==> config.mk <==
export PLATFORM = sky130hd
export DESIGN_NAME = ack_nak_frame_builder
export DESIGN_NICKNAME = d
export VERILOG_FILES = /design/src/rtl/core/anfb_pkg.sv /design/src/rtl/core/ack_nak_frame_builder.sv
export SDC_FILE = /design/constraint.sdc
export NUM_CORES = 1
export LEC_CHECK = 0
export BUFFER_PORTS_ARGS = -buffer_cell sky130_fd_sc_hd__buf_2
export CORE_UTILIZATION = 30
export CTS_BUF_LIST = sky130_fd_sc_hd__clkbuf_8
export DETAILED_ROUTE_END_ITERATION = 16
export GPL_ROUTABILITY_DRIVEN = 0
export GPL_TIMING_DRIVEN = 0
export HOLD_SLACK_MARGIN = 0.05
export SYNTH_ARGS = -nofsm -noshare
export SYNTH_HDL_FRONTEND = slang
export SYNTH_SLANG_ARGS = --single-unit
==> constraint.sdc <==
create_clock -name clk_i -period 14.27 [get_ports clk_i]
set_clock_uncertainty 0.05 [all_clocks]
set_input_delay 2.854 -clock clk_i [delete_from_list [all_inputs] [get_ports clk_i]]
set_output_delay 2.854 -clock clk_i [all_outputs]
set_load 0.02 [all_outputs]
==> src/rtl/core/anfb_pkg.sv <==
// ----------------------------------------------------------------------------
// anfb_pkg
// Constants and helpers for the ack/nak reply frame builder.
// ----------------------------------------------------------------------------
package anfb_pkg;

  localparam int unsigned AddrW    = 24;
  localparam int unsigned ByteW    = 8;
  localparam int unsigned LenW     = 4;   // frame length 4..10
  localparam int unsigned MaxFrame = 10;
  localparam int unsigned BodyLen  = 9;   // frame without checksum byte

  localparam logic [7:0] SYNC_CODE = 8'h54;
  localparam logic [7:0] EDM_CODE  = 8'h20;
  localparam logic [1:0] TYPE_ACK  = 2'd2;
  localparam logic [1:0] TYPE_NAK  = 2'd3;

  // Number of bytes an address occupies in the frame.
  function automatic logic [1:0] addr_bytes(input logic [AddrW-1:0] a);
    logic [1:0] n;
    if (a == '0) begin
      n = 2'd0;
    end else if (a[23:8] == '0) begin
      n = 2'd1;
    end else if (a[23:16] == '0) begin
      n = 2'd2;
    end else begin
      n = 2'd3;
    end
    return n;
  endfunction

  // Left-align the used bytes of an address, unused low bytes zero.
  function automatic logic [AddrW-1:0] addr_align(input logic [AddrW-1:0] a,
                                                  input logic [1:0] n);
    logic [AddrW-1:0] r;
    case (n)
      2'd0:    r = '0;
      2'd1:    r = {a[7:0], 16'h0000};
      2'd2:    r = {a[15:0], 8'h00};
      2'd3:    r = a;
      default: r = '0;
    endcase
    return r;
  endfunction

endpackage

==> src/rtl/core/ack_nak_frame_builder.sv <==
// ----------------------------------------------------------------------------
// ack_nak_frame_builder
// Builds an ack/nak reply frame per request and streams it out byte by byte.
// ----------------------------------------------------------------------------
// Usage:
//  - Request beat: drive is_nak_i, partner_address_i, room_left_i with start
//    high; it is taken at a rising edge where busy is low.
//  - Config: cfg_we_i high writes cfg_wdata_i into the own address register
//    (reset 0). Write only while no frame is in flight.
//  - Result beats: frame_byte_o/refused_o/last_byte_o are valid for one cycle
//    while strobe_o is high. last_byte_o marks the checksum byte or the
//    single refused beat. The receiver cannot stall.
//  - Path: a request passes three pipeline registers (stages 1 to 3), then
//    the output shifter, before its first byte strobes.
//  - Throughput: one byte per cycle inside a frame; a request holds the output
//    shifter for its frame length, 4 to 10 bytes, or one beat when refused.
//    Frames go out back to back when the next waits in stage 3. The byte-wide
//    output shifter sets this rate; up to three further requests queue in the
//    pipeline, then busy stays high until the shifter loads the oldest one.
//  - Reset: all valid bits clear and the own address returns to 0.
// ----------------------------------------------------------------------------
module ack_nak_frame_builder
  import anfb_pkg::*;
(
  input  logic             clk_i,
  input  logic             rst_ni,
  input  logic             start,
  output logic             busy,
  input  logic             is_nak_i,
  input  logic [AddrW-1:0] partner_address_i,
  input  logic [7:0]       room_left_i,
  input  logic             cfg_we_i,
  input  logic [AddrW-1:0] cfg_wdata_i,
  output logic             strobe_o,
  output logic [7:0]       frame_byte_o,
  output logic             refused_o,
  output logic             last_byte_o
);

  // Own address register
  logic [AddrW-1:0] own_q;

  always_ff @(posedge clk_i or negedge rst_ni) begin
    if (!rst_ni) begin
      own_q <= '0;
    end else if (cfg_we_i) begin
      own_q <= cfg_wdata_i;
    end
  end

  // Pipeline flow control
  logic s1_valid_q, s2_valid_q, s3_valid_q, ser_valid_q;
  logic s1_ready, s2_ready, s3_ready, ser_load, accept;
  logic [LenW-1:0] ser_rem_q;

  assign ser_load = s3_valid_q && (!ser_valid_q || (ser_rem_q == LenW'(1)));
  assign s3_ready = !s3_valid_q || ser_load;
  assign s2_ready = !s2_valid_q || s3_ready;
  assign s1_ready = !s1_valid_q || s2_ready;
  assign busy     = !s1_ready;
  assign accept   = start && !busy;

  // Stage 1: capture request and own address
  logic             s1_nak_q;
  logic [AddrW-1:0] s1_peer_q, s1_own_q;
  logic [7:0]       s1_room_q;

  always_ff @(posedge clk_i or negedge rst_ni) begin
    if (!rst_ni) begin
      s1_valid_q <= 1'b0;
    end else if (s1_ready) begin
      s1_valid_q <= accept;
    end
  end

  always_ff @(posedge clk_i) begin
    if (accept) begin
      s1_nak_q  <= is_nak_i;
      s1_peer_q <= partner_address_i;
      s1_own_q  <= own_q;
      s1_room_q <= room_left_i;
    end
  end

  // Stage 2: byte counts, length, room check, header byte, address byte sums
  logic [1:0]       s2_pn_d, s2_on_d;
  logic [LenW-1:0]  s2_len_d;
  logic             s2_ref_d;
  logic [7:0]       s2_hdr_d;
  logic [7:0]       s2_psum_d, s2_osum_d;
  logic [1:0]       s2_pn_q, s2_on_q;
  logic [LenW-1:0]  s2_len_q;
  logic             s2_ref_q;
  logic [7:0]       s2_hdr_q;
  logic [7:0]       s2_psum_q, s2_osum_q;
  logic [AddrW-1:0] s2_peer_q, s2_own_q;

  always_comb begin
    s2_pn_d  = addr_bytes(s1_peer_q);
    s2_on_d  = addr_bytes(s1_own_q);
    s2_len_d = LenW'(4) + {2'b00, s2_pn_d} + {2'b00, s2_on_d};
    s2_ref_d = s1_room_q < {4'b0000, s2_len_d};
    s2_hdr_d = {s2_pn_d, s2_on_d, 2'b00, (s1_nak_q ? TYPE_NAK : TYPE_ACK)};
    // unused high address bytes are zero, so all three bytes can be summed
    s2_psum_d = s1_peer_q[7:0] + s1_peer_q[15:8] + s1_peer_q[23:16];
    s2_osum_d = s1_own_q[7:0] + s1_own_q[15:8] + s1_own_q[23:16];
  end

  always_ff @(posedge clk_i or negedge rst_ni) begin
    if (!rst_ni) begin
      s2_valid_q <= 1'b0;
    end else if (s2_ready) begin
      s2_valid_q <= s1_valid_q;
    end
  end

  always_ff @(posedge clk_i) begin
    if (s2_ready && s1_valid_q) begin
      s2_pn_q   <= s2_pn_d;
      s2_on_q   <= s2_on_d;
      s2_len_q  <= s2_len_d;
      s2_ref_q  <= s2_ref_d;
      s2_hdr_q  <= s2_hdr_d;
      s2_psum_q <= s2_psum_d;
      s2_osum_q <= s2_osum_d;
      s2_peer_q <= s1_peer_q;
      s2_own_q  <= s1_own_q;
    end
  end

  // Stage 3: frame body, addresses packed MSB first after the fixed bytes
  logic [AddrW-1:0]           peer_al, own_al;
  logic [2*AddrW-1:0]         addr_cat;
  logic [BodyLen-1:0][7:0]    s3_body_d, s3_body_q;
  logic [7:0]                 s3_cks_d, s3_cks_q;
  logic [LenW-1:0]            s3_len_q;
  logic                       s3_ref_q;

  always_comb begin
    peer_al = addr_align(s2_peer_q, s2_pn_q);
    own_al  = addr_align(s2_own_q, s2_on_q);
    case (s2_pn_q)
      2'd0:    addr_cat = {own_al, 24'h000000};
      2'd1:    addr_cat = {peer_al[23:16], own_al, 16'h0000};
      2'd2:    addr_cat = {peer_al[23:8], own_al, 8'h00};
      2'd3:    addr_cat = {peer_al, own_al};
      default: addr_cat = '0;
    endcase
    s3_body_d[0] = SYNC_CODE;
    s3_body_d[1] = s2_hdr_q;
    s3_body_d[2] = EDM_CODE;
    for (int k = 0; k < 6; k++) begin
      s3_body_d[k+3] = addr_cat[2*AddrW-1-8*k -: 8];
    end
    // checksum over sync, header, fixed byte and both addresses
    s3_cks_d = SYNC_CODE + EDM_CODE + s2_hdr_q + s2_psum_q + s2_osum_q;
  end

  always_ff @(posedge clk_i or negedge rst_ni) begin
    if (!rst_ni) begin
      s3_valid_q <= 1'b0;
    end else if (s3_ready) begin
      s3_valid_q <= s2_valid_q;
    end
  end

  always_ff @(posedge clk_i) begin
    if (s3_ready && s2_valid_q) begin
      s3_body_q <= s3_body_d;
      s3_cks_q  <= s3_cks_d;
      s3_len_q  <= s2_len_q;
      s3_ref_q  <= s2_ref_q;
    end
  end

  // Checksum insertion at the frame tail; unused body bytes are zero
  logic [MaxFrame-1:0][7:0]    frame;

  always_comb begin
    for (int k = 0; k < MaxFrame; k++) begin
      frame[k] = '0;
      if (k < BodyLen) begin
        frame[k] = s3_body_q[k];
      end
      if (LenW'(k + 1) == s3_len_q) begin
        frame[k] = frame[k] | s3_cks_q;
      end
    end
    if (s3_ref_q) begin
      frame = '0;
    end
  end

  // Output shifter: one byte per cycle, next frame loads on the last byte
  logic [MaxFrame-1:0][7:0] ser_bytes_q;
  logic                     ser_ref_q;

  always_ff @(posedge clk_i or negedge rst_ni) begin
    if (!rst_ni) begin
      ser_valid_q <= 1'b0;
      ser_rem_q   <= '0;
    end else if (ser_load) begin
      ser_valid_q <= 1'b1;
      ser_rem_q   <= s3_ref_q ? LenW'(1) : s3_len_q;
    end else if (ser_valid_q) begin
      ser_valid_q <= ser_rem_q != LenW'(1);
      ser_rem_q   <= ser_rem_q - LenW'(1);
    end
  end

  always_ff @(posedge clk_i) begin
    if (ser_load) begin
      ser_bytes_q <= frame;
      ser_ref_q   <= s3_ref_q;
    end else if (ser_valid_q) begin
      ser_bytes_q <= {8'h00, ser_bytes_q[MaxFrame-1:1]};
    end
  end

  assign strobe_o     = ser_valid_q;
  assign frame_byte_o = ser_bytes_q[0];
  assign refused_o    = ser_valid_q && ser_ref_q;
  assign last_byte_o  = ser_valid_q && (ser_rem_q == LenW'(1));

endmodule

==> impl_results.md, run 1 <==
- Status: finished clean
- Clock Path Buffers: 3
- GRT Total Usage: 0.132
- Power per cell area: 151 nW/µm²
- Final WS setup: 9.14 ns
- Clk_lat worst skew: 0.60 ns
- FF-to-FF End: s2_ref_q
- TritonRoute pass-1 iters: 5
- # resized after CTS: 0
- Top Ports: 73
- Synth Register Bits: 310
- Yosys warns: 0
- Setup TNS: 0 ns
- HP Class: reg -> reg
- Crit. End Element: output port
- Inst Count DP: 1700
- Max-Cap Viols: 0
- Most common cell after layout, fill and taps aside: edfxtp_1
- Multiplexer share of the synthesized area: 0.0597
- Drt wl/cell: 17.1 µm
- R2R setup slack: 10.79 ns
- Setup crit start kind: register
- Sequential area share after synthesis: 0.653
- Worst min-delay path startpoint: s2_len_q[3]
- Clock power frac: 0.305
- Placed inst area: 15200 µm²
- Design Power: 2450 µW
- H-tree depth: 2
- Post-CTS Setup Bufs: 0
- Gate power share: 0.186
- Achievable frequency: 0.195 GHz
- Maximum vdd drop: 0.0887 mV
- Worst-Margin Slew: 0.965 ns
- Hold Path End: s3_len_q[3]
- ANT cells: 0
- # setup viols final: 0
- Cts hold-fix bufs: 0
- Leakage: 0.00618 µW
- Sequential share of power: 0.510
- First-pass GRT wire length: 48500 µm
- Max_slew headroom: 0.352
- Num CTS Buffers: 49
- Clock transition at the registers of the reported paths: 0.06 ns
- Root Driver: clkbuf_8
- Crit path required time: 11.37 ns
- GRT busiest layer: met2
- Initial Utilization: 0.307
- Die W: 218 µm
- Sw Share: 0.280
- Synth Instances: 1024
- Crit share post-route: 0.359
- Clock sink total: 310
- Share of layout cells above drive strength 1: 0.202
- GR Layer Usage met1: 0.159
- Vias in the first global route: 8793
- Site row count: 78
- Yosys cell types: 48
- Most used flip-flop cell after synthesis: edfxtp_1
- Nets: 1266
- Die extent in y: 218 µm
- # DRC: 0
- Finished Layout Cells: 1791
- Finished Cell Area: 16200 µm²
- Post-DRT Antenna Nets: 0
- Adder-Cell Fraction of Synth Area: 0.0600
- Post-Syn Area per Cell: 13.7 µm²
- Mapped cell area: 14000 µm²
- EDFF count, synth: 278
- Max-slew violation count: 0
- Via-to-Cell Ratio: 4.77
- Most frequent cells in the layout: edfxtp_1 (278), nand2_1 (99), buf_2 (95)
- Critical path launch point: ser_rem_q[1]
- Final wirelength: 30700 µm
- Synth Area in Compound Gates: 0.103
- Port Buffer Count: 71
- Net Switching: 687 µW
- 1st-iter DRT viols: 612
- R2R Path Start: s1_own_q[15]
- Area delta synth->final: 15.7%
- CP Data Arrival Time: 2.22 ns
- Via count: 8543
- Main combinational cell family by area after synthesis: compound AO/OA/AOI/OAI gates
- GRT Residual Overflow: 0
- Cells on worst reg2reg path: 9
- Largest net degree at the start of global routing: 44
- Tmin final: 5.13 ns
- Post-Place Setup Slack: 9.75 ns
- Antenna violations before repair: 0
- Synth Area in XOR/XNOR: 0.0138
- Hold Vio Cnt, Final: 0
- TritonCTS clock tree: built
- Hpwl dp: 22700 µm
- GRT met3 Usage: 0.0226
- Mapped Nets: 1139
- Asr flop ratio synth: 0.103
- Synth Area in Simple Gates: 0.0709
- Pint: 1760 µW
- Crit Path Max Fanout: 4
- Core Box Area: 45700 µm²
- Hold depth: 0
- Type of the worst setup path: reg -> out
- Die area: 47600 µm²
- GR met2 Demand/Resource: 0.220
- RSZ-0062 raised after global routing: false
==> synth_stat cells, types with 2 or more instances <==
cell	number	area share
dfrtp_1	32	0.057
clkbuf_1	19	0.0051
mux2_2	44	0.035
xor2_1	4	0.0025
nor4_1	6	0.0027
o31ai_1	54	0.029
nor2_2	2	0.00089
a21oi_1	83	0.030
buf_4	10	0.0054
a211oi_1	8	0.0043
fa_1	22	0.031
o21ai_0	33	0.012
nand3_1	7	0.0025
buf_2	24	0.0086
or2_2	2	0.00089
or4_1	9	0.0048
buf_6	2	0.0016
and2_1	20	0.0089
o22ai_1	8	0.0036
a21o_1	11	0.0059
ha_1	32	0.029
edfxtp_1	278	0.60
nand2b_1	8	0.0036
a22o_1	8	0.0050
nand2_1	99	0.027
nor3_1	8	0.0029
nor2_1	27	0.0072
buf_1	7	0.0019
nor2b_1	7	0.0031
o21bai_1	5	0.0027
inv_1	64	0.017
a22oi_1	11	0.0059
mux2i_1	34	0.024
xnor2_1	18	0.011
nor3_2	5	0.0036
==> logic make-up after synthesis <==
family | Yosys count
AO/OA/AOI/OAI | 229
multiplexers | 78
flip-flops | 310
buffers and inverters | 126
adder cells (fa/ha/maj) | 54
XOR/XNOR | 22
AND/OR/NAND/NOR | 205
==> power groups by stage <==
| stage | Sequential, µW | Clock (µW) | Combinational (µW) |
|---|---|---|---|
| 2_1_floorplan | 1240 | 0 | 326 |
| 3_3_place_gp | 1280 | 0 | 440 |
| 3_5_place_dp | 1270 | 0 | 461 |
| 4_1_cts | 1250 | 765 | 463 |
| 5_1_grt | 1260 | 802 | 512 |
| 6_report | 1250 | 746 | 455 |
==> layout make-up <==
class                           instances  area [µm²]
Buffer                                 62         315
Clock buffer                           53         729
Clock inverter                         38         250
Fill cell                            4512       29500
Inverter                               64         243
Multi-Input combinational cell        588        4320
Sequential cell                       310        9150
Tap cell                              600         751
Timing Repair Buffer                   76         455
==> metrics by stage <==
step,hold slack [ns],utilization
2_1_floorplan,0.350,-
3_3_place_gp,0.353,0.331
3_5_place_dp,0.358,0.333
4_1_cts,0.368,0.355
5_1_grt,0.380,0.355
6_report,0.368,0.355
==> worst max-delay path, stage by stage, from the launching register on <==
cell and delay [ns]:
dfrtp_1 0.37, inv_1 0.07, ha_1 0.19, nor3b_2 0.18
nor2_1 0.26, and2_1 0.27, nand2_1 0.11, inv_1 0.06
buf_2 0.15
==> worst max-delay path by stage <==
stage	end	slack (ns)	depth (start not counted)
final	busy	9.14	8
after global routing	busy	8.95	8
after CTS	busy	9.06	8
after detailed placement	busy	9.75	8
after global placement	s2_hdr_q[0]	7.95	6
after floorplan	s2_hdr_q[0]	9.33	6
==> routing by layer <==
layer	wire length, µm	part of all wire
met1	12700	0.41
met2	14600	0.48
met4	1830	0.060
met3	1560	0.051
met5	0	0
==> sequential cells by signal (all words and copies together) (netlist names), 24 cells and up <==
signal / cells
ser_bytes_q: 72
s3_body_q: 53
own_q: 24
s1_own_q: 24
s1_peer_q: 24
s2_own_q: 24
s2_peer_q: 24
Note: power is estimated with default switching activity, not from simulation.
==> run 2, diff against run 1 <==
==> constraint.sdc (replaced) <==
create_clock -name clk_i -period 4.28 [get_ports clk_i]
set_clock_uncertainty 0.05 [all_clocks]
set_input_delay 0.856 -clock clk_i [delete_from_list [all_inputs] [get_ports clk_i]]
set_output_delay 0.856 -clock clk_i [all_outputs]
set_load 0.02 [all_outputs]
==> run 2 against run 1 <==
Net effect: sequential power rose to 3.3 times the previous value; core utilization hardly changed; register-to-register slack got worse by 10 ns; cell area hardly changed; first-iteration DRC count is 13% higher; sequential cell count unchanged; power grew to 3.3 times the previous value; clock power rose to 3.3 times the previous value; highest routed layer unchanged; critical endpoint is now s2_ref_q; sequential share of layout area about the same; worst setup slack got worse by 8.4 ns.
==> impl_results.md, run 2 (synthesis gave the netlist of run 1 again) <==
- Status: finished clean
- GRT Residual Overflow: 0
- 1st-iter DRT viols: 693
- R2R Path Start: s1_own_q[14]
- Cells on worst reg2reg path: 9
- # resized after CTS: 0
- Share of layout cells above drive strength 1: 0.206
- Hold Vio Cnt, Final: 0
- Setup TNS: 0 ns
- Cts hold-fix bufs: 0
- Max_slew headroom: 0.383
- Worst path bufs/invs: 1
- ANT cells: 0
- # setup viols final: 0
- TritonCTS clock tree: built
- Core Box Area: 45700 µm²
- HP Class: in -> async
- Clk_lat worst skew: 0.58 ns
- Max incr delay on CP: 0.70 ns
- Leakage: 0.00618 µW
- Crit path max-delay family: simple AND/OR/NAND/NOR gates
- Achievable frequency: 0.284 GHz
- Vias in the first global route: 8661
- H-tree depth: 2
- Crit. End Element: register
- Setup crit start kind: register
- Clock Path Buffers: 3
- Tmin final: 3.52 ns
- Worst-Margin Slew: 0.918 ns
- Die extent in y: 218 µm
- CP Data Arrival Time: 3.88 ns
- Post-DRT Antenna Nets: 0
- Post-Place Setup Slack: 0.832 ns
- Most common cell after layout, fill and taps aside: edfxtp_1
- Max-slew violation count: 0
- GRT Total Usage: 0.131
- Antenna violations before repair: 0
- Port Buffer Count: 71
- Initial Utilization: 0.307
- CP most frequent cell: ha_1
- Crit Path Max Fanout: 3
- Most frequent cells in the layout: edfxtp_1 (278), nand2_1 (99), buf_2 (95)
- Maximum vdd drop: 0.298 mV
- Die area: 47600 µm²
- RSZ-0062 raised after global routing: false
- Root Driver: clkbuf_8
- Hold slack: 0.311 ns
- Via count: 8440
- Hpwl dp: 22500 µm
- Top Ports: 73
- TritonRoute pass-1 iters: 5
- Worst-path cell chain: nor4_1, nand2_1, o21ai_0, ha_1, inv_1, fa_1, ha_1, or4_1, a211oi_1
- Power per cell area: 501 nW/µm²
- # DRC: 0
- GRT met3 Usage: 0.0222
- Area delta synth->final: 15.7%
- Type of the worst setup path: reg -> reg
- Site row count: 78
- R2R setup slack: 0.76 ns
- Top reg by flops: ser_bytes_q
- Largest net degree at the start of global routing: 44
- Num CTS Buffers: 49
- Fillers: 4469
- Finished Layout Cells: 1792
- Inst Count DP: 1700
- Final WS setup: 0.760 ns
- GR Layer Usage met1: 0.162
- Drt wl/cell: 17.0 µm
- First-pass GRT wire length: 48300 µm
- Clock sink total: 310
- Die W: 218 µm
- Max-Cap Viols: 0
- Crit share post-route: 0.822
- GRT busiest layer: met2
- GR met2 Demand/Resource: 0.216
- Clock transition at the registers of the reported paths: 0.06 ns
- Via-to-Cell Ratio: 4.71
- Crit path required time: 4.64 ns
- Top Registers: ser_bytes_q (72), s3_body_q (53)
- Nets: 1266
- Max reg flops: 72
- FF-to-FF End: s2_ref_q
- Post-CTS Setup Bufs: 0
- Final wirelength: 30500 µm
- CP max stage cell: o21ai_0
run 2: per-layer routing:
layer,wire length [µm],vias up
li1,-,4041
met1,12800,4043
met2,14600,283
met3,1540,73
met4,1570,0
met5,0,-
run 2: worst max-delay path by stage:
stage | startpoint | end | slack, ns | depth (start not counted)
after global routing | s1_own_q[14] | s2_ref_q | 0.65 | 9
after CTS | s1_own_q[19] | s2_ref_q | 0.81 | 7
after detailed placement | s1_own_q[19] | s2_ref_q | 0.83 | 7
final | s1_own_q[14] | s2_ref_q | 0.76 | 9
after global placement | ser_rem_q[1] | s2_hdr_q[0] | -0.07 | 6
after floorplan | ser_rem_q[1] | s2_hdr_q[0] | 0.76 | 6
run 2: report_power, final:
group          total, µW  switching (µW)  internal, µW  leakage (µW)
combinational       1530             904           624       0.00252
clock               2440            1150          1280      0.000563
sequential          4160             232          3930       0.00310
total               8120            2290          5840       0.00618
run 2: final cells by class:
cell class                      count  area [µm²]  area share
Buffer                             62         315      0.0195
Inverter                           64         243      0.0150
Tap cell                          600         751      0.0463
Clock buffer                       57         785      0.0484
Multi-Input combinational cell    588        4320       0.267
Clock inverter                     35         190      0.0117
Timing Repair Buffer               76         455      0.0281
Sequential cell                   310        9150       0.565
run 2: metrics by stage:
step	cell area, µm²	util	total power [µW]
after floorplan	14000	-	5220
after global placement	15100	0.331	5710
after detailed placement	15200	0.333	5760
after CTS	16200	0.355	8220
after global routing	16200	0.355	8560
final	16200	0.355	8120
==> run 3, diff against run 2 <==
--- a/config.mk
+++ b/config.mk
@@ -5,6 +5,7 @@
 export SDC_FILE = /design/constraint.sdc
 export NUM_CORES = 1
 export LEC_CHECK = 0
+export ABC_AREA = 1
 export BUFFER_PORTS_ARGS = -buffer_cell sky130_fd_sc_hd__buf_2
 export CORE_UTILIZATION = 30
 export CTS_BUF_LIST = sky130_fd_sc_hd__clkbuf_8
==> constraint.sdc (replaced) <==
create_clock -name clk_i -period 3.5 [get_ports clk_i]
set_clock_uncertainty 0.05 [all_clocks]
set_input_delay 0.7 -clock clk_i [delete_from_list [all_inputs] [get_ports clk_i]]
set_output_delay 0.7 -clock clk_i [all_outputs]
set_load 0.02 [all_outputs]
==> run 3 against run 2 <==
Net effect: highest routed layer unchanged; largest power group unchanged; largest cell class unchanged; worst setup slack got worse by 0.014 ns; count of clock-buffer cells in the layout shrank 5; the flow now finishes with violations (DRC); power is 91% higher; synthesized area rose by 1.7%; non-clock buffer count down 24; synthesized cell count rose by 24%; die area up 1.7%; worst hold slack got worse by 0.17 ns.
==> impl_results.md, run 3 <==
- Status: finished, violations left
- Failing checks: DRC
- Main area contributors after synthesis: edfxtp_1 (59%), nand2_1 (11%), dfrtp_1 (5.6%)
- Pint: 9860 µW
- Core Box Area: 46700 µm²
- Post-Place Setup Slack: 0.827 ns
- Worst-path cell chain: ha_1, nand3_4, nand4_1, nor2_1, buf_2
- Top reg by flops: ser_bytes_q
- H-tree depth: 2
- Sw Share: 0.365
- Crit share post-route: 0.787
- GRT Residual Overflow: 0
- Critical Path End: busy
- GRT Total Usage: 0.135
- Clock power frac: 0.201
- # setup viols final: 0
- Max-Cap Viols: 0
- Most frequent cells in the layout: nand2_1 (407), edfxtp_1 (278), inv_1 (128)
- R2R setup slack: 0.87 ns
- Gate power share: 0.340
- Top Registers: ser_bytes_q (72), s3_body_q (53)
- Crit path max-delay family: simple AND/OR/NAND/NOR gates
- Crit path depth: 5
- Type of the worst setup path: reg -> out
- Setup crit start kind: register
- Root Driver: clkbuf_8
- Final WS setup: 0.746 ns
- Yosys cell types: 29
- GR met2 Demand/Resource: 0.227
- GRT met3 Usage: 0.0226
- Nets: 1509
- Clock Path Buffers: 3
- Top Ports: 73
- Worst path bufs/invs: 1
- TritonRoute pass-1 iters: 12
- Sequential share of power: 0.458
- Design Power: 15500 µW
- First-pass GRT wire length: 50300 µm
- Crit path required time: 2.75 ns
- Tmin final: 2.75 ns
- Critical path launch point: ser_rem_q[0]
- Hold Vio Cnt, Final: 0
- Finished Cell Area: 16500 µm²
- Via-to-Cell Ratio: 4.53
- Synth Register Bits: 310
- TritonCTS clock tree: built
- # resized after CTS: 0
- EDFF count, synth: 278
- Most common cell after layout, fill and taps aside: nand2_1
- GRT busiest layer: met2
- Sequential area share after synthesis: 0.642
- Yosys warns: 0
- Share of layout cells above drive strength 1: 0.159
- R2R Path Start: s2_pn_q[0]
- Die extent in y: 220 µm
- Cells on worst reg2reg path: 13
- 1st-iter DRT viols: 736
- Largest net degree at the start of global routing: 75
- Antenna violations before repair: 2
- Clk_lat worst skew: 0.59 ns
- CP max stage cell: dfrtp_1
- Net Switching: 5660 µW
- Hold slack: 0.140 ns
- HP Class: in -> async
- Post-Syn Area per Cell: 11.3 µm²
- Cts hold-fix bufs: 0
- Num CTS Buffers: 52
- Post-CTS Setup Bufs: 0
- Initial Utilization: 0.305
- Clock sink total: 310
- Worst-Margin Slew: 0.911 ns
- Post-DRT Antenna Nets: 0
- Drt wl/cell: 15.4 µm
- Area delta synth->final: 15.5%
- GR Layer Usage met1: 0.170
- CP Data Arrival Time: 2.00 ns
- Mapped cell area: 14200 µm²
- FF-to-FF End: s3_cks_q[7]
- Post-synth top area cell: edfxtp_1
- Vias in the first global route: 9304
- Most frequent cell after synthesis: nand2_1
- Max-slew violation count: 0
- Mapped Nets: 1381
- Via count: 9270
- Setup TNS: 0 ns
- Crit Path Max Fanout: 5
- Site row count: 79
- Synth top area share: 0.586
- Max reg flops: 72
- Fillers: 4655
- Post-synth top cells: nand2_1 (407), edfxtp_1 (278), inv_1 (117)
- Final wirelength: 31600 µm
- Maximum vdd drop: 0.539 mV
- Clock transition at the registers of the reported paths: 0.06 ns
- Asr flop ratio synth: 0.103
- Multi-input gate area: 4370 µm²
- Achievable frequency: 0.363 GHz
- Die W: 220 µm
- Synth Instances: 1266
- RSZ-0062 raised after global routing: false
- # DRC: 4
- Crit. End Element: output port
- Leakage: 0.00693 µW
- Most used flip-flop cell after synthesis: edfxtp_1
- Placed inst area: 15400 µm²
- Power per cell area: 943 nW/µm²
- Max_slew headroom: 0.393
- Hpwl dp: 23800 µm
- Register area: 9150 µm²
- Port Buffer Count: 71
- Die area: 48400 µm²
- Max incr delay on CP: 0.41 ns
==> run 3: how the worst min path moves through the flow <==
stage	start	end	slack (ns)
after floorplan	rst_ni	own_q[0]	0.35
after global placement	s1_nak_q	s2_hdr_q[0]	0.35
after detailed placement	s2_len_q[2]	s3_len_q[2]	0.36
after CTS	rst_ni	own_q[8]	0.13
after global routing	rst_ni	own_q[8]	0.17
final	rst_ni	own_q[8]	0.14
==> run 3: worst reg2reg max path, stage by stage (launching register included) <==
cell and delay (ns):
edfxtp_1 0.44, buf_4 0.21, inv_2 0.12, ha_1 0.24, inv_1 0.11, fa_1 0.43
ha_1 0.34, nand2_1 0.06, inv_1 0.07, nand3_1 0.08, nand3_1 0.10, inv_1 0.05
nand2_1 0.05, nand2_1 0.04
==> run 3: per-layer routing <==
| layer | wire length (µm) | part of all wire |
|---|---|---|
| met5 | 0 | 0 |
| met4 | 1030 | 0.033 |
| met3 | 1430 | 0.045 |
| met2 | 15200 | 0.48 |
| met1 | 14000 | 0.44 |
==> run 3: cells by family after synthesis <==
family | count (synthesis) | synth area share
xor gates and xnor gates | 16 | 0.00983
AOI/OAI and AO/OA | 142 | 0.0627
and+or+nand+nor | 554 | 0.156
buffers and inverters | 166 | 0.0516
DFF | 310 | 0.642
adders and majority gates | 54 | 0.0590
muxes | 24 | 0.0190
==> run 3: power groups by stage <==
stage          logic (µW)  registers, µW  clock network (µW)
2_1_floorplan        3850           6840                   0
3_3_place_gp         5060           7260                   0
3_5_place_dp         5300           7190                   0
4_1_cts              5330           7120                3210
5_1_grt              6030           7250                3370
6_report             5290           7110                3130
==> run 3: cell type report <==
type                            count  area share
Clock inverter                     45      0.0180
Antenna cell                        2    0.000304
Multi-Input combinational cell    790       0.266
Tap cell                          607      0.0461
Clock buffer                       52      0.0435
Timing Repair Buffer               74      0.0257
Sequential cell                   310       0.556
Inverter                          126      0.0290
Buffer                             40      0.0160
==> run 3: stage by stage <==
step / util / instances
after floorplan: - / 1266
after global placement: 0.329 / 1944
after detailed placement: 0.331 / 1947
after CTS: 0.353 / 2044
after global routing: 0.353 / 2045
final: 0.353 / 2046
